[src/design/lsps_isqrt.sv]
`timescale 1ns / 1ps
`default_nettype none
// ----------------------------------------------------------------------------
// Pipelined integer square root
// One result bit per stage, restoring digit-by-digit method, with a sideband
// that travels alongside the radicand.
// ----------------------------------------------------------------------------
module lsps_isqrt #(
  parameter int RAD_W  = 66,
  parameter int SIDE_W = 1
) (
  input  wire logic                 clk_i,
  input  wire logic                 rst_ni,
  input  wire logic                 en_i,
  input  wire logic                 valid_i,
  input  wire logic [RAD_W-1:0]     rad_i,
  input  wire logic [SIDE_W-1:0]    side_i,
  output logic                      valid_o,
  output logic [RAD_W/2-1:0]        root_o,
  output logic [SIDE_W-1:0]         side_o
);

  localparam int ROOT_W = RAD_W / 2;
  localparam int REM_W  = ROOT_W + 2;

  logic                valid_q [ROOT_W];
  logic [REM_W-1:0]    rem_q   [ROOT_W];
  logic [ROOT_W-1:0]   root_q  [ROOT_W];
  logic [RAD_W-1:0]    rad_q   [ROOT_W];
  logic [SIDE_W-1:0]   side_q  [ROOT_W];

  for (genvar j = 0; j < ROOT_W; j++) begin : g_stage
    logic              v_in;
    logic [REM_W-1:0]  rem_in;
    logic [ROOT_W-1:0] root_in;
    logic [RAD_W-1:0]  rad_in;
    logic [SIDE_W-1:0] side_in;
    logic [REM_W-1:0]  cat;
    logic [REM_W-1:0]  trial;
    logic              ge;

    if (j == 0) begin : g_first
      assign v_in    = valid_i;
      assign rem_in  = '0;
      assign root_in = '0;
      assign rad_in  = rad_i;
      assign side_in = side_i;
    end else begin : g_next
      assign v_in    = valid_q[j-1];
      assign rem_in  = rem_q[j-1];
      assign root_in = root_q[j-1];
      assign rad_in  = rad_q[j-1];
      assign side_in = side_q[j-1];
    end

    // The partial remainder never exceeds twice the partial root, so the
    // top two bits are free to shift out.
    assign cat   = {rem_in[REM_W-3:0], rad_in[RAD_W-1 -: 2]};
    assign trial = {root_in, 2'b01};
    assign ge    = (cat >= trial);

    always_ff @(posedge clk_i or negedge rst_ni) begin
      if (!rst_ni) begin
        valid_q[j] <= 1'b0;
      end else if (en_i) begin
        valid_q[j] <= v_in;
      end
    end

    always_ff @(posedge clk_i) begin
      if (en_i) begin
        rem_q[j]  <= ge ? (cat - trial) : cat;
        root_q[j] <= {root_in[ROOT_W-2:0], ge};
        rad_q[j]  <= {rad_in[RAD_W-3:0], 2'b00};
        side_q[j] <= side_in;
      end
    end
  end

  assign valid_o = valid_q[ROOT_W-1];
  assign root_o  = root_q[ROOT_W-1];
  assign side_o  = side_q[ROOT_W-1];

endmodule
`default_nettype wire

[config.mk]
export PLATFORM = sky130hd
export DESIGN_NAME = lsps_isqrt
export DESIGN_NICKNAME = d
export VERILOG_FILES = /design/src/design/lsps_isqrt.sv
export SDC_FILE = /design/constraint.sdc
export NUM_CORES = 2
export LEC_CHECK = 0
export BUFFER_PORTS_ARGS = -buffer_cell sky130_fd_sc_hd__buf_2
export CORE_ASPECT_RATIO = 0.6
export CORE_MARGIN = 3
export CORE_UTILIZATION = 46
export DETAILED_ROUTE_END_ITERATION = 8
export GPL_TIMING_DRIVEN = 0
export HOLD_SLACK_MARGIN = 0.15
export PLACE_DENSITY = 0.7
export REMOVE_ABC_BUFFERS = 1
export SLEW_MARGIN = 20
export SYNTH_ARGS = -nofsm -noshare
export SYNTH_HDL_FRONTEND = slang
export SYNTH_MEMORY_MAX_BITS = 65536
export SYNTH_SLANG_ARGS = --single-unit
[constraint.sdc]
create_clock -name clk_i -period 8.6 [get_ports clk_i]
set_clock_uncertainty 0.2 [all_clocks]
set_input_delay 1.72 -clock clk_i [delete_from_list [all_inputs] [get_ports clk_i]]
set_output_delay 1.72 -clock clk_i [all_outputs]
set_load 0.01 [all_outputs]
==> results by group <==
Outcome
  • Status: finished with violations
  • Failing checks: design-rule violations

Power
  • Leakage: 52.91 nW
  • Max VDD drop: 0.1653 mV
  • NetSw: 0.01092 W
  • P_int: around 0.027 W
  • Clk pwr share: 0.312
  • Reg power frac: 0.470
  • Sw Ratio: 0.2897
  • Combinational group share of total power: 0.218
  • Power per cell area: 271.4 nW/um^2

CTS
  • CTS tree: built
  • Hold-fix buffers, CTS: 0
  • Clock Latency Late Sink: 840 ps
  • Clock H-tree levels: 5
  • CTS Root Cell: clkbuf_16
  • CTS resizes: 0
  • Setup Buffers After CTS: 0
  • Clock-pin slew on the worst setup and hold paths: about 60 ps
  • Clk sinks: around 2700
  • Clk buf depth: 4
  • Clock buffer count from CTS: 273

Floorplanning
  • # rows: 147
  • Die ar.: ~280000 um^2
  • Die Width: 678.1 um
  • I/O pin count: about 110
  • Starting Density: 0.4643
  • Total core area: 268500 um^2
  • Chip Height: just over 400 um

Setup path
  • Critical path required time: 8990 ps
  • CP Capture Type: flip-flop
  • Reg2Reg Launch Point: root_q[1][219]
  • Crit path DAT: about 5700 ps
  • Critical path class: flip-flop to flip-flop
  • Worst reg-to-reg path cell count: 11
  • Reg2Reg Setup Slack: between 3000 and 4000 ps
  • CP Launch Type: flip-flop
  • RR Endpoint: rem_q[0][821]
  • CP max FO: 46

GRT
  • Remaining Overflow, GRT: 0
  • Vias in the first global route: 72130
  • Total GRT Usage: 0.1845
  • Initial antenna violation count: 7
  • Largest net degree at the start of global routing: 158
  • First-pass GRT wire length: approximately 410000 um

Yosys
  • Async SR Flop Fraction: 0.01227
  • YS warnings: 0
  • Post-Syn Area: about 120000 um^2
  • Unique masters post-synth: 86
  • FF+latch count, synth: roughly 2700
  • Syn Inst Count: 9610
  • Synth Flop Type: edfxtp_1
  • Seq/Total Area, Yosys: 0.6465
  • Number of flops mapped to enable cells by yosys: 2657
  • Mapped Avg Cell Area: 12.97 um^2

Final layout
  • Filler instances: 22520
  • Most common cell after layout, fill and taps aside: edfxtp_1
  • Layout cells sized above 1: 0.07712
  • Area of the multi-input gates: 40690 um^2
  • Nets: approximately 11000
  • Most frequent cells in the layout: edfxtp_1 (2657), inv_1 (742), nand2_1 (635), ha_1 (595), a21oi_1 (574)
  • Register area: about 80000 um^2
  • Area Overhead vs Synth: 11.36%

Route
  • Routed wire length: ~260000 um
  • DRC violations left: 1
  • Initial DRT Pass Iterations: 9
  • Antenna Nets Post-Route: 0
  • WL/cell: about 19 um
  • DR vias: between 70000 and 80000
  • Vias per cell: between 5 and 6
  • DR iter-0 viols: approximately 7600

Hold path
  • Min-Delay Path Class: flip-flop to flip-flop
  • Hold EP: rad_q[0][674]
  • Hold Startpoint: rad_q[0][608]
  • Hold-critical path depth: 0

STA
  • Period minus WS final: 5284 ps
  • Setup-failing EPs final: 0
  • Tcrit/Tclk final: 0.6144
  • Final Hold Viols: 0
  • Least-Margin Pin Slew: around 1300 ps
  • Setup_tns: 0 ps
  • Slew headroom: 0.1243
  • Fin. max-slew vios: 0
  • Hold_ws: 200.8 ps
  • RSZ-0062 raised after global routing: false
  • Max Clock Freq: 0.1893 GHz

Placement
  • GP Congestion: 0.9036
  • IO Port Bufs: 105
  • Post-DP HPWL: between 150000 and 200000 um

Flow run
  • Max-Cap Viols: 0
## per-stage QoR
stage / total power [W] / area [um^2] / instances / setup WS, ps / util
after CTS: 0.03802 / 138800 / 13610 / 3380 / 0.5170
final: 0.03769 / 138800 / 13620 / 3316 / 0.5171
after global routing: 0.03970 / 138800 / 13610 / 3038 / 0.5170
after detailed placement: 0.02604 / 130100 / 13140 / 2785 / 0.4845
after global placement: 0.02689 / 128900 / 13090 / -38210 / 0.4801
after floorplan: 0.02333 / 123900 / 9410 / 3028 / -
## Yosys cell counts (12+ instances only)
master / instances / share of area
or2_2: 49 / 0.0025
nand3_1: 152 / 0.0061
dfrtp_1: 33 / 0.0066
clkbuf_1: 174 / 0.0052
o2111ai_1: 12 / 0.00084
o31ai_1: 49 / 0.0030
a211o_1: 17 / 0.0012
nand3b_1: 20 / 0.0012
nor2b_1: 82 / 0.0041
ha_1: 595 / 0.060
o21a_1: 110 / 0.0066
nand4b_1: 15 / 0.0011
nor4_1: 134 / 0.0067
buf_1: 19 / 0.00057
o31a_1: 13 / 0.00091
and2_1: 28 / 0.0014
xor2_1: 407 / 0.029
a21oi_1: 580 / 0.023
and4_1: 13 / 0.00091
nor3_1: 201 / 0.0081
o211ai_1: 36 / 0.0022
a31o_2: 17 / 0.0012
or4_1: 61 / 0.0037
nand4_1: 110 / 0.0055
nor2_1: 565 / 0.017
a31oi_1: 49 / 0.0025
nor4b_1: 13 / 0.00091
a221o_1: 13 / 0.0010
o21bai_1: 59 / 0.0036
nand2_1: 635 / 0.019
xnor2_1: 414 / 0.029
nor3b_1: 15 / 0.00090
a21boi_0: 22 / 0.0013
nand2b_1: 126 / 0.0063
mux2_2: 110 / 0.0099
a21o_1: 283 / 0.017
a211oi_1: 64 / 0.0039
or3_1: 113 / 0.0057
o21ai_0: 560 / 0.022
edfxtp_1: 2657 / 0.64
and3_1: 65 / 0.0033
o41ai_1: 17 / 0.0012
inv_1: 742 / 0.022
a2111oi_0: 12 / 0.00084
## cells by family after synthesis
group                      count (synthesis)  share of synthesized area
DFF                                     2690                     0.6465
and+or+nand+nor                         2430                    0.09707
AOI/OAI and AO/OA                       2007                    0.09968
buffers and inverters                    947                    0.02862
xor gates and xnor gates                 821                    0.05767
adders and majority gates                595                    0.05971
muxes                                    119                    0.01067
other                                      1                 0.00003008
## sequential cells by signal, indices dropped and copies added (netlist names)
| register | flops |
|---|---|
| rem_q | 1007 |
| root_q | 561 |
| rad_q | 1056 |
| g_stage.v_in | 32 |
| valid_o | 1 |
| side_q | 33 |
## power groups by stage
stage	logic (W)	registers [W]	clock network, W
after floorplan	0.00584	0.0175	0
after global placement	0.00785	0.0190	0
after detailed placement	0.00806	0.0180	0
after CTS	0.00813	0.0177	0.0122
after global routing	0.00912	0.0179	0.0127
final	0.00821	0.0177	0.0118
## final cells by class
type                    count  area share
diodes                      4  0.00007209
clock buffers             326     0.05215
clock inverters           147     0.01056
inverters                 747     0.02019
multi-input cells        5973      0.2930
flip-flops and latches   2690      0.5806
well taps                3576     0.03222
repair buffers            153     0.01119
## metal layers
layer  vias to the layer above  wire length [um]  part of all wire  track usage
met5                         -                13          0.000050            0
met4                         2              4810             0.018      0.03922
met3                       392             18460             0.070      0.03405
met2                      2180            106500              0.41       0.2573
met1                     36950            132100              0.50       0.2968
li1                      36160                 -                 -            -
## worst max-delay path by stage
stage                         startpoint               to  slack [ps]  depth (start not counted)
after CTS                 root_q[1][219]    rem_q[0][821]        3380                         11
final                     root_q[1][219]    rem_q[0][821]        3320                         11
after floorplan            rem_q[0][842]    rem_q[0][896]        3030                         10
after global placement              en_i  g_stage[2].v_in      -38210                          2
after detailed placement            en_i   rad_q[0][1982]        2790                          6
after global routing      root_q[1][219]    rem_q[0][836]        3040                         12
## worst max-delay path: stages (launching register included)
cell and delay [ps]:
edfxtp_1 420, inv_1 60, ha_1 410, nand2_1 120, or3_1 380, or3_1 430, or3_1 500, nor4_1 1020
nor2_1 80, o221a_2 290, inv_2 660, mux2_2 420
Note: power is estimated with default switching activity, not from simulation.
